<file path="src/design/jfps_pkg.sv">
// Shared types and constants for the five-point Jacobi stencil unit.
// No dependencies; every other design file but jfps_line_ram uses this package.
package jfps_pkg;

  localparam int MAX_INTERIOR = 2048;
  localparam int LINE_DEPTH   = MAX_INTERIOR + 2;
  localparam int ADDR_W       = $clog2(LINE_DEPTH);
  localparam int CNT_W        = $clog2(LINE_DEPTH + 1);

  localparam int DATA_W  = 32;
  localparam int SIZE_W  = 12;
  localparam int SUM_W   = DATA_W + 3;
  localparam int COEF_W  = 15;
  localparam int PROD_W  = SUM_W + COEF_W;
  localparam int FRAC_W  = 16;
  localparam int QUOT_W  = PROD_W - FRAC_W;

  // 0.2 in Q0.16, truncated
  localparam logic signed [COEF_W-1:0] FIFTH_Q16 = 15'sd13107;

  localparam logic [SIZE_W-1:0] SIZE_RESET = 12'd2048;

  // APB register map
  localparam int PADDR_W   = 3;
  localparam int REG_IDX_W = PADDR_W - 2;
  localparam logic [REG_IDX_W-1:0] REG_INTERIOR_SIZE = 1'b0;

  typedef struct packed {
    logic [CNT_W-1:0] size;     // effective interior size
    logic [CNT_W-1:0] last;     // index of last grid column/row (size + 1)
    logic             restart;  // register write: restart grid
  } cfg_t;

  typedef struct packed {
    logic signed [DATA_W-1:0] west;
    logic signed [DATA_W-1:0] center;
    logic signed [DATA_W-1:0] east;
    logic signed [DATA_W-1:0] north;
    logic signed [DATA_W-1:0] south;
  } ops_t;

  typedef struct packed {
    logic [SIZE_W-1:0] row;
    logic [SIZE_W-1:0] col;
    logic              done;
  } meta_t;

endpackage

</file>
<file path="src/design/jfps_cfg.sv">
// APB register block: interior_size register, size clamping, restart pulse.
// Depends on jfps_pkg.
module jfps_cfg (
  input  logic                             clk_i,
  input  logic                             rst_ni,
  input  logic                             psel,
  input  logic                             penable,
  input  logic                             pwrite,
  input  logic [jfps_pkg::PADDR_W-1:0]     paddr,
  input  logic [31:0]                      pwdata,
  output logic [31:0]                      prdata,
  output logic                             pready,
  output jfps_pkg::cfg_t                   cfg_o
);
  import jfps_pkg::*;

  // 0 behaves as 1, anything above MAX_INTERIOR saturates to MAX_INTERIOR
  function automatic logic [CNT_W-1:0] eff_size(input logic [SIZE_W-1:0] v);
    logic [CNT_W-1:0] r;
    if (v == '0) begin
      r = CNT_W'(1);
    end else if (32'(v) > 32'(MAX_INTERIOR)) begin
      r = CNT_W'(MAX_INTERIOR);
    end else begin
      r = CNT_W'(v);
    end
    return r;
  endfunction

  logic [SIZE_W-1:0]    size_q;
  logic [CNT_W-1:0]     eff_q;
  logic [CNT_W-1:0]     last_q;
  logic [REG_IDX_W-1:0] reg_idx;
  logic                 wr_size;

  assign reg_idx = paddr[PADDR_W-1:2];
  assign wr_size = psel && penable && pwrite && (reg_idx == REG_INTERIOR_SIZE);
  assign pready  = 1'b1;

  always_ff @(posedge clk_i or negedge rst_ni) begin
    if (!rst_ni) begin
      size_q <= SIZE_RESET;
      eff_q  <= eff_size(SIZE_RESET);
      last_q <= eff_size(SIZE_RESET) + CNT_W'(1);
    end else if (wr_size) begin
      size_q <= pwdata[SIZE_W-1:0];
      eff_q  <= eff_size(pwdata[SIZE_W-1:0]);
      last_q <= eff_size(pwdata[SIZE_W-1:0]) + CNT_W'(1);
    end
  end

  always_comb begin
    prdata = '0;
    if (reg_idx == REG_INTERIOR_SIZE) begin
      prdata = 32'(size_q);
    end
  end

  assign cfg_o.size    = eff_q;
  assign cfg_o.last    = last_q;
  assign cfg_o.restart = wr_size;

endmodule

</file>
<file path="config.mk">
export PLATFORM = sky130hd
export DESIGN_NAME = jfps_cfg
export DESIGN_NICKNAME = d
export VERILOG_FILES = /design/src/design/jfps_pkg.sv /design/src/design/jfps_cfg.sv
export SDC_FILE = /design/constraint.sdc
export NUM_CORES = 1
export LEC_CHECK = 0
export ABC_AREA = 1
export BUFFER_PORTS_ARGS = -buffer_cell sky130_fd_sc_hd__buf_2
export CAP_MARGIN = 20
export CORE_ASPECT_RATIO = 0.9
export CORE_UTILIZATION = 45
export DETAILED_ROUTE_END_ITERATION = 10
export GPL_ROUTABILITY_DRIVEN = 0
export PLACE_DENSITY = 0.82
export SETUP_SLACK_MARGIN = 0.5
export SYNTH_ARGS = -nofsm -noshare
export SYNTH_HDL_FRONTEND = slang
export SYNTH_SLANG_ARGS = --single-unit
export TNS_END_PERCENT = 30
</file>
<file path="constraint.sdc">
create_clock -name clk_i -period 1.4 [get_ports clk_i]
set_input_delay 0.28 -clock clk_i [delete_from_list [all_inputs] [get_ports clk_i]]
set_output_delay 0.28 -clock clk_i [all_outputs]
set_load 0.02 [all_outputs]
</file>
==> qor.txt <==
Layout fillers - 253
Detailed Routing Iterations Pass 1 - 7
dpl ws - -0.358 ns
per-cell routed wire length - 14.5 µm
worst setup margin - -0.0891 ns
main combinational cell family by area after synthesis - simple AND/OR/NAND/NOR gates
share of async-settable or async-resettable flops after synthesis - 1.00
Post-Syn Instances - 263
Synth Area in Compound Gates - 0.0708
Ports - 98
critical path type - in2reg
share of cells above drive strength 1 - 0.453
Avg Synthesized Cell Area - 7.39 µm²
Max-Cap Viols - 0
Longest Clk Path Bufs - 2
P&R area growth vs syn - 61.1%
Pwr Total - 3.32 mW
peak supply drop - 785 µV
Starting Density - 0.474
Crit path max-delay family - simple AND/OR/NAND/NOR gates
final net count - 402
Buf+Inv Stages, Crit Path - 3
CP required - 1.58 ns
crit path cell chain - buf_8, nor2_4, nand2_1, nor2_1, nand2_1, nand2_4, nand2_4, inv_4, ha_4, nand4_1, inv_2, xor2_1, o21ai_1
routed wire length - 5950 µm
die height - 64.3 µm
largest area contributor in the netlist - dfrtp_1
Post-synth top cells - 76 x nand2_1, 36 x nor2_1, 32 x dfrtp_1
top-area cell type share of the netlist area - 0.412
initial antenna violation count - 0
Critical Path Slowest Stage Cell - xor2_1
DRT iter0 DRCs - 112
crit path max fanout - 4
Final Hold Viols - 0
input/output buffers - 54
H-tree levels - 2
worst skew pair latency - 0.29 ns
dpl cells - 386
Power per Cell Area - 1060 mW/mm²
Startpoint Class - input port
failing checks - design-rule violations, negative setup slack
fin cells - 410
Worst setup EP type - register
Most used DFF post-synth - dfrtp_1
Final Critical Period - 1.49 ns
Final ANT Viol Nets - 0
gr usage total - 0.244
via/cell ratio - 4.93
Synth Area in Simple Gates - 0.276
final setup fails - 4
#FFs+latches synth - 36
DRC - 6
largest net degree at the start of global routing - 37
top post-synthesis cells by area - dfrtp_1 41%, nand2_1 15%, buf_4 8.5%
final worst-path cycle share - 1.06
Final Max Slew Viols - 0
first-pass GRT wire length - 8510 µm
RSZ-0062 raised after global routing - true
Lkg Pwr - 1.65 nW
die area - 0.00459 mm²
Clock transition at path regs - 0.07 ns
status - complete, but fails checks
# clock sinks - 36
row count - 22
GRT overflow - 0
post-synthesis sequential area ratio - 0.466
Synth Warn # - 0
top-count cell post-synth - nand2_1
Min-Delay Path Class - in2reg
clk root buf - clkbuf_8
CTS tree - yes
Post-synth EDFFs - 0
xor/xnor cell area share of the yosys netlist - 0.00901
dpl hpwl - 3590 µm
vias in the first global route - 1869
Core Area - 0.00410 mm²
vias - 2020
CP arrival - 1.66 ns
Clock Skews - 0 ns
Netlist Area Pre-Place - 0.00194 mm²
width of the die - 71.3 µm
ant diodes - 0
Max Fclk - 672 MHz
fraction of the mapped netlist area in adder cells - 0.00644
TritonCTS Buffers - 5
multiplexer share of the synthesized area - 0
Max stage delay on crit path - 0.17 ns
distinct cell type count after synthesis - 21
cell families after synthesis:
family          Yosys count
xor+xnor                  2
other cells               2
compound gates           27
simple gates            134
flops                    36
buf+inv                  61
fa+ha+maj                 1
what timing repair did:
action,4_1_cts,5_1_grt
buffers inserted,10,5
hold buffers,1,0
endpoints found under the hold margin,32,0
pin swaps,20,20
gates resized for setup,39,111
endpoints found under the setup margin,72,72
routing by layer:
metal  up-vias  wire (µm)  track usage
met3        19        393       0.0457
met2        92       3180        0.430
met4         0        173       0.0950
li1        960          -            -
met1       949       2200        0.292
met5         -          0            0
tightest hold or removal path: stages:
cell	delay [ns]
buf_4	0.14
inv_6	0.05
o21ai_0	0.08
area by class of cell:
type,instances,area (µm²),area share
timing repair buffer,103,968,0.309
multi-input combinational,185,966,0.309
sequential,36,906,0.289
inverter,30,138,0.0440
clock buffer,6,82.6,0.0264
tap,48,60.1,0.0192
clock inverter,2,10.0,0.00320
worst paths after layout:
path                       cells past startpoint        from         end  slack, ns
setup / recovery                              13   pwdata[1]   last_q[6]      -0.09
hold / removal                                 3   pwdata[9]   size_q[9]       0.30
setup reg to reg                               5  last_q[11]  last_q[11]       0.45
hold reg to reg                                2  size_q[11]  size_q[11]       0.49
max in group asynchronous                      3      rst_ni  size_q[11]       0.68
min in group asynchronous                      3      rst_ni    eff_q[0]       0.47
stage by stage:
stage	area (µm²)	hold slack, ns	utilization	TNS, ns
floorplan	2100	-0.0156	-	-0.430
global placement	2460	0.251	0.600	-1.42
detailed placement	2460	0.256	0.600	-1.92
CTS	2760	0.303	0.674	0
global route	3130	0.298	0.763	-0.734
finish	3130	0.302	0.763	-0.155
power breakdown:
group / internal, mW / switching, mW
sequential: 1.24 / 0.130
combinational: 0.557 / 0.633
clock: 0.392 / 0.372
total: 2.19 / 1.14
cells in the final DEF, fill, tap and decap left out, types with 8 or more instances in the layout:
master    n
conb_1   21
nand2_2   8
inv_2     9
inv_1    16
buf_6    36
o21ai_1  10
nand2_1  64
o21ai_0   9
nor2_1   26
dfrtp_1  32
nand3_1  13
buf_4    49
buf_2     8
state kept, by name, summed over array words and instances (netlist names):
signal,cells
size_q,12
eff_q,12
last_q,12
Note: power is estimated with default switching activity, not from simulation.
