--- src/design/jfps_pkg.sv ---
// Shared types and constants for the five-point Jacobi stencil unit.
// No dependencies; every other design file but jfps_line_ram uses this package.
package jfps_pkg;

  localparam int MAX_INTERIOR = 2048;
  localparam int LINE_DEPTH   = MAX_INTERIOR + 2;
  localparam int ADDR_W       = $clog2(LINE_DEPTH);
  localparam int CNT_W        = $clog2(LINE_DEPTH + 1);

  localparam int DATA_W  = 32;
  localparam int SIZE_W  = 12;
  localparam int SUM_W   = DATA_W + 3;
  localparam int COEF_W  = 15;
  localparam int PROD_W  = SUM_W + COEF_W;
  localparam int FRAC_W  = 16;
  localparam int QUOT_W  = PROD_W - FRAC_W;

  // 0.2 in Q0.16, truncated
  localparam logic signed [COEF_W-1:0] FIFTH_Q16 = 15'sd13107;

  localparam logic [SIZE_W-1:0] SIZE_RESET = 12'd2048;

  // APB register map
  localparam int PADDR_W   = 3;
  localparam int REG_IDX_W = PADDR_W - 2;
  localparam logic [REG_IDX_W-1:0] REG_INTERIOR_SIZE = 1'b0;

  typedef struct packed {
    logic [CNT_W-1:0] size;     // effective interior size
    logic [CNT_W-1:0] last;     // index of last grid column/row (size + 1)
    logic             restart;  // register write: restart grid
  } cfg_t;

  typedef struct packed {
    logic signed [DATA_W-1:0] west;
    logic signed [DATA_W-1:0] center;
    logic signed [DATA_W-1:0] east;
    logic signed [DATA_W-1:0] north;
    logic signed [DATA_W-1:0] south;
  } ops_t;

  typedef struct packed {
    logic [SIZE_W-1:0] row;
    logic [SIZE_W-1:0] col;
    logic              done;
  } meta_t;

endpackage

--- src/design/jfps_result_if.sv ---
// Output stream channel: valid/ready handshake carrying one stencil result.
// Depends on jfps_pkg.
interface jfps_result_if;
  logic                                valid;
  logic                                ready;
  logic signed [jfps_pkg::DATA_W-1:0]  result;
  logic        [jfps_pkg::SIZE_W-1:0]  row_index;
  logic        [jfps_pkg::SIZE_W-1:0]  column_index;
  logic                                grid_done;

  modport source (output valid, output result, output row_index, output column_index,
                  output grid_done, input ready);
  modport sink   (input valid, input result, input row_index, input column_index,
                  input grid_done, output ready);
endinterface

--- src/design/jfps_pipe.sv ---
// Arithmetic stage: operand register, then 35-bit sum, multiply by 0.2 and
// floor shift with saturation into the result register. Depends on jfps_pkg.
module jfps_pipe (
  input  logic                   clk_i,
  input  logic                   rst_ni,
  input  logic                   acc_i,
  input  logic                   produce_i,
  input  jfps_pkg::ops_t         ops_i,
  input  jfps_pkg::meta_t        meta_i,
  output logic                   ready_o,
  jfps_result_if.source          out_if
);
  import jfps_pkg::*;

  logic a_v_q, o_v_q;
  logic a_free, o_free;

  ops_t                     a_ops_q;
  meta_t                    a_meta_q, o_meta_q;
  logic signed [SUM_W-1:0]  sum_d;
  logic signed [PROD_W-1:0] prod_d;
  logic signed [QUOT_W-1:0] quot;
  logic signed [DATA_W-1:0] sat_d, o_res_q;

  assign o_free  = !o_v_q || out_if.ready;
  assign a_free  = !a_v_q || o_free;
  assign ready_o = a_free;

  assign sum_d = SUM_W'(a_ops_q.west) + SUM_W'(a_ops_q.center) + SUM_W'(a_ops_q.east)
               + SUM_W'(a_ops_q.north) + SUM_W'(a_ops_q.south);

  assign prod_d = sum_d * FIFTH_Q16;

  // arithmetic shift floors toward minus infinity
  assign quot = QUOT_W'(prod_d >>> FRAC_W);

  always_comb begin
    if (!quot[QUOT_W-1] && (quot[QUOT_W-2:DATA_W-1] != '0)) begin
      sat_d = {1'b0, {(DATA_W-1){1'b1}}};
    end else if (quot[QUOT_W-1] && (quot[QUOT_W-2:DATA_W-1] != '1)) begin
      sat_d = {1'b1, {(DATA_W-1){1'b0}}};
    end else begin
      sat_d = quot[DATA_W-1:0];
    end
  end

  always_ff @(posedge clk_i or negedge rst_ni) begin
    if (!rst_ni) begin
      a_v_q <= 1'b0;
      o_v_q <= 1'b0;
    end else begin
      if (a_free) a_v_q <= acc_i && produce_i;
      if (o_free) o_v_q <= a_v_q;
    end
  end

  always_ff @(posedge clk_i) begin
    if (a_free && acc_i) begin
      a_ops_q  <= ops_i;
      a_meta_q <= meta_i;
    end
    if (o_free) begin
      o_res_q  <= sat_d;
      o_meta_q <= a_meta_q;
    end
  end

  assign out_if.valid        = o_v_q;
  assign out_if.result       = o_res_q;
  assign out_if.row_index    = o_meta_q.row;
  assign out_if.column_index = o_meta_q.col;
  assign out_if.grid_done    = o_meta_q.done;

endmodule

--- src/flat_wrapper.sv ---
// flat-port wrapper written by rule: the top's interface ports become plain ports
module jfps_pipe_flat import jfps_pkg::*;
  (clk_i, rst_ni, acc_i, produce_i, ops_i, meta_i, ready_o, out_if_valid, out_if_result, out_if_row_index, out_if_column_index, out_if_grid_done, out_if_ready);
  jfps_result_if out_if_i ();
  input  logic clk_i;
  input  logic rst_ni;
  input  logic acc_i;
  input  logic produce_i;
  input  jfps_pkg::ops_t ops_i;
  input  jfps_pkg::meta_t meta_i;
  output logic ready_o;
  output wire logic [$bits(out_if_i.valid)-1:0] out_if_valid;
  output wire logic [$bits(out_if_i.result)-1:0] out_if_result;
  output wire logic [$bits(out_if_i.row_index)-1:0] out_if_row_index;
  output wire logic [$bits(out_if_i.column_index)-1:0] out_if_column_index;
  output wire logic [$bits(out_if_i.grid_done)-1:0] out_if_grid_done;
  input wire logic [$bits(out_if_i.ready)-1:0] out_if_ready;
  assign out_if_valid = out_if_i.valid;
  assign out_if_result = out_if_i.result;
  assign out_if_row_index = out_if_i.row_index;
  assign out_if_column_index = out_if_i.column_index;
  assign out_if_grid_done = out_if_i.grid_done;
  assign out_if_i.ready = out_if_ready;
  jfps_pipe u_core (.clk_i(clk_i), .rst_ni(rst_ni), .acc_i(acc_i), .produce_i(produce_i), .ops_i(ops_i), .meta_i(meta_i), .ready_o(ready_o), .out_if(out_if_i));
endmodule
--- config.mk ---
export PLATFORM = sky130hd
export DESIGN_NAME = jfps_pipe_flat
export DESIGN_NICKNAME = d
export VERILOG_FILES = /design/src/design/jfps_pkg.sv /design/src/design/jfps_result_if.sv /design/src/design/jfps_pipe.sv /design/src/flat_wrapper.sv
export SDC_FILE = /design/constraint.sdc
export NUM_CORES = 1
export LEC_CHECK = 0
export ABC_CLOCK_PERIOD_IN_PS = 14100
export BUFFER_PORTS_ARGS = -buffer_cell sky130_fd_sc_hd__buf_2
export CORE_MARGIN = 3
export CORE_UTILIZATION = 35
export DETAILED_ROUTE_END_ITERATION = 10
export PLACE_DENSITY = 0.49
export SYNTH_ARGS = -nofsm -noshare
export SYNTH_HDL_FRONTEND = slang
export SYNTH_SLANG_ARGS = --single-unit
--- constraint.sdc ---
create_clock -name clk_i -period 14.1 [get_ports clk_i]
set_input_delay 2.82 -clock clk_i [delete_from_list [all_inputs] [get_ports clk_i]]
set_output_delay 2.82 -clock clk_i [all_outputs]
set_load 0.05 [all_outputs]
==> impl_metrics.tcl <==
set metrics [dict create \
    dp_slack_ns 1.083 \
    finalWirelength_um 48240 \
    synth_top_area_share_pct 34.12 \
    antenna_found_initial 0 \
    layout_setup_ws_ns 1.147 \
    dpl.hpwl_um 40550 \
    track_usage_pct 15.17 \
    htreeDepth 1 \
    async_flop_share_pct 0.8197 \
    ys_seq_area_share_pct 34.36 \
    synth_nets 2479 \
    finalCritPeriodShare_pct 91.86 \
    finalHoldViolCount 0 \
    core_um2 59580 \
    yosysWarnings 0 \
    tightest_slew_ns 1.015 \
    numCtsBuffers 27 \
    fin_nets 2727 \
    synth_area_leaders "edfxtp_1 (34%), fa_1 (24%), ha_1 (13%)" \
    synth_ff_type "edfxtp_1" \
    rsz0062_at_grt "no" \
    die_x_um 252.7 \
    grt_overflow_total 0 \
    cpPeakStageDelay_ns 0.69 \
    start_kind "flop" \
    fin_skew_ns 0.02242 \
    clock_path_buffers 3 \
    synth_cells 1816 \
    rows 89 \
    firstDrtPassIters 5 \
    root_buffer "clkbuf_16" \
    crit_top_cell "inv_1" \
    cts_hold_buf 0 \
    crit_arrival_ns 13.20 \
    port_buffers 248 \
    grt_pass1_vias 14410 \
    grt_max_degree 81 \
    critPathSlowestCell "nand3_1" \
    cts_setup_buffers 0 \
    insertion_delay_ns 0.57 \
    syn2layout_area_growth_pct 13.99 \
    max_slew_margin_pct 32.34 \
    yosys.cell_types.count 70 \
    drive_gt1_share_pct 15.07 \
    hp-class "flop to flop" \
    met1_usage_pct 21.62 \
    drc 0 \
    required_ns 14.34 \
    yosysTopAreaCell "edfxtp_1" \
    die_y_um 252.7 \
    synth_area_per_cell_um2 11.73 \
    synth_edf_count 242 \
    setup_tns_ns 0 \
    drtIter0Drc 668 \
    detail_route.wl_per_cell_um 16.89 \
    antenna_left 0 \
    finalCriticalPeriod_ns 12.95 \
    synth_area_um2 21300 \
    setup_violations 0 \
    crit_path_max_fanout 31 \
    cts_tree "yes" \
    gp_congestion 0.8479 \
    slew_viol_final 0 \
    ios 249 \
    maxCapViolCount 0 \
    crit_type "flop to flop" \
    status "finished, final reports clean" \
    postCtsResizedCells 0 \
    met3_usage_pct 2.233 \
    grt_pass1_wl_um 77020 \
    synth_seq_cells 244 \
    clkTransAtPathRegs_ns 0.06 \
    fill_cells 5729 \
    die_area_um2 63840 \
    timing.fmax_mhz 77.20 \
    vias_per_cell 4.808 \
    vias 13730 \
    clock_sinks 244 \
    use_met2_pct 24.86 \
    num_antenna_cells 0 \
    busiest_layer "met2" \
    end_kind "flop" \
    initial_utilization_pct 35.75 \
]
==> state kept, by name, indices dropped and copies added, names as in the netlist <==
name                        flops
u_core.a_ops_q                160
u_core.out_if.result           32
u_core.a_meta_q                25
u_core.out_if.column_index     12
u_core.out_if.row_index        12
u_core.a_v_q                    1
u_core.out_if.grid_done         1
u_core.out_if.valid             1
==> metrics by stage <==
step           area, um^2  hold slack (ns)  instances  utilization [%]
3_3_place_gp        23390           0.4004       2808            39.27
3_5_place_dp        23390           0.4045       2808            39.27
6_report            24270           0.4141       2856            40.75
5_1_grt             24270           0.4210       2856            40.75
2_1_floorplan       21300           0.4003       1816                -
4_1_cts             24270           0.4158       2856            40.75
==> layer usage <==
metal / up-vias / routed length, um / part of all wire [%]
met5: - / 0 / 0
met4: 0 / 712 / 1.5
met3: 38 / 2163 / 4.5
met2: 266 / 22860 / 47
met1: 6702 / 22500 / 47
li1: 6725 / - / -
==> placed cells by master (no fill, tap or decap), types with 11 or more instances in the layout <==
cell	netlist	routed
buf_2	3	248
nor3_1	16	16
fa_1	254	254
and3_1	14	14
a31oi_1	17	17
xnor2_1	65	65
clkbuf_16	0	27
o21bai_1	19	19
a21o_1	69	69
o21a_1	15	15
nand2_1	55	55
nand4_1	16	16
a211oi_1	15	15
o21ai_0	69	69
nand3_1	18	18
nand2b_1	12	11
xor2_1	52	52
ha_1	219	219
inv_1	336	336
nor2b_1	13	13
edfxtp_1	242	242
a21oi_1	95	95
nor2_1	54	53
==> worst paths after layout <==
kind	cells past startpoint	to	slack, ns	start
min in group asynchronous	1	u_core.a_v_q	2.02	rst_ni
worst min-delay path	0	u_core.out_if.row_index[10]	0.41	u_core.a_meta_q[23]
max in group asynchronous	1	u_core.out_if.valid	11.98	rst_ni
worst max register to register	50	u_core.out_if.result[16]	1.15	u_core.a_ops_q[97]
worst min register to register	0	u_core.out_if.row_index[10]	0.41	u_core.a_meta_q[23]
worst max-delay path	50	u_core.out_if.result[16]	1.15	u_core.a_ops_q[97]
==> cell families (layout without fill, tap and decap cells) <==
logic type	Yosys count	after routing	share of synthesized area, %
adders and majority gates	473	473	36.75
buffers and inverters	372	639	6.710
AOI/OAI and AO/OA	371	371	11.52
DFF	244	244	34.36
and+or+nand+nor	235	235	5.605
xor gates and xnor gates	117	117	4.812
muxes	4	4	0.2526
==> synthesized netlist by cell type (17+ instances only) <==
cell type and instances:
nand3_1 18, o21bai_1 19, o21ai_0 69, a31oi_1 17, inv_1 336, a21o_1 69, xor2_1 52, ha_1 219
clkbuf_1 29, a21oi_1 95, fa_1 254, nor2_1 54, edfxtp_1 242, nand2_1 55, xnor2_1 65
==> layout make-up <==
type | instances | area [um^2] | share of cell area (%)
repair buffers | 253 | 1279 | 5.268
inverters | 338 | 1274 | 5.247
well taps | 773 | 967.2 | 3.984
clock buffers | 32 | 694.4 | 2.861
flip-flops and latches | 244 | 7317 | 30.14
multi-input cells | 1200 | 12560 | 51.73
clock inverters | 16 | 186.4 | 0.7680
==> critical path, delay by kind of cell (launching register included) <==
family,cells,cell delay [ns]
adders and majority gates,12,4.79
and+or+nand+nor,4,1.24
buffers and inverters,8,0.46
DFF,1,0.36
xor gates and xnor gates,2,0.36
AOI/OAI and AO/OA,24,5.40
Power is not shown: default switching activity piles up to over one toggle a cycle in this logic, so the estimate is an artifact.
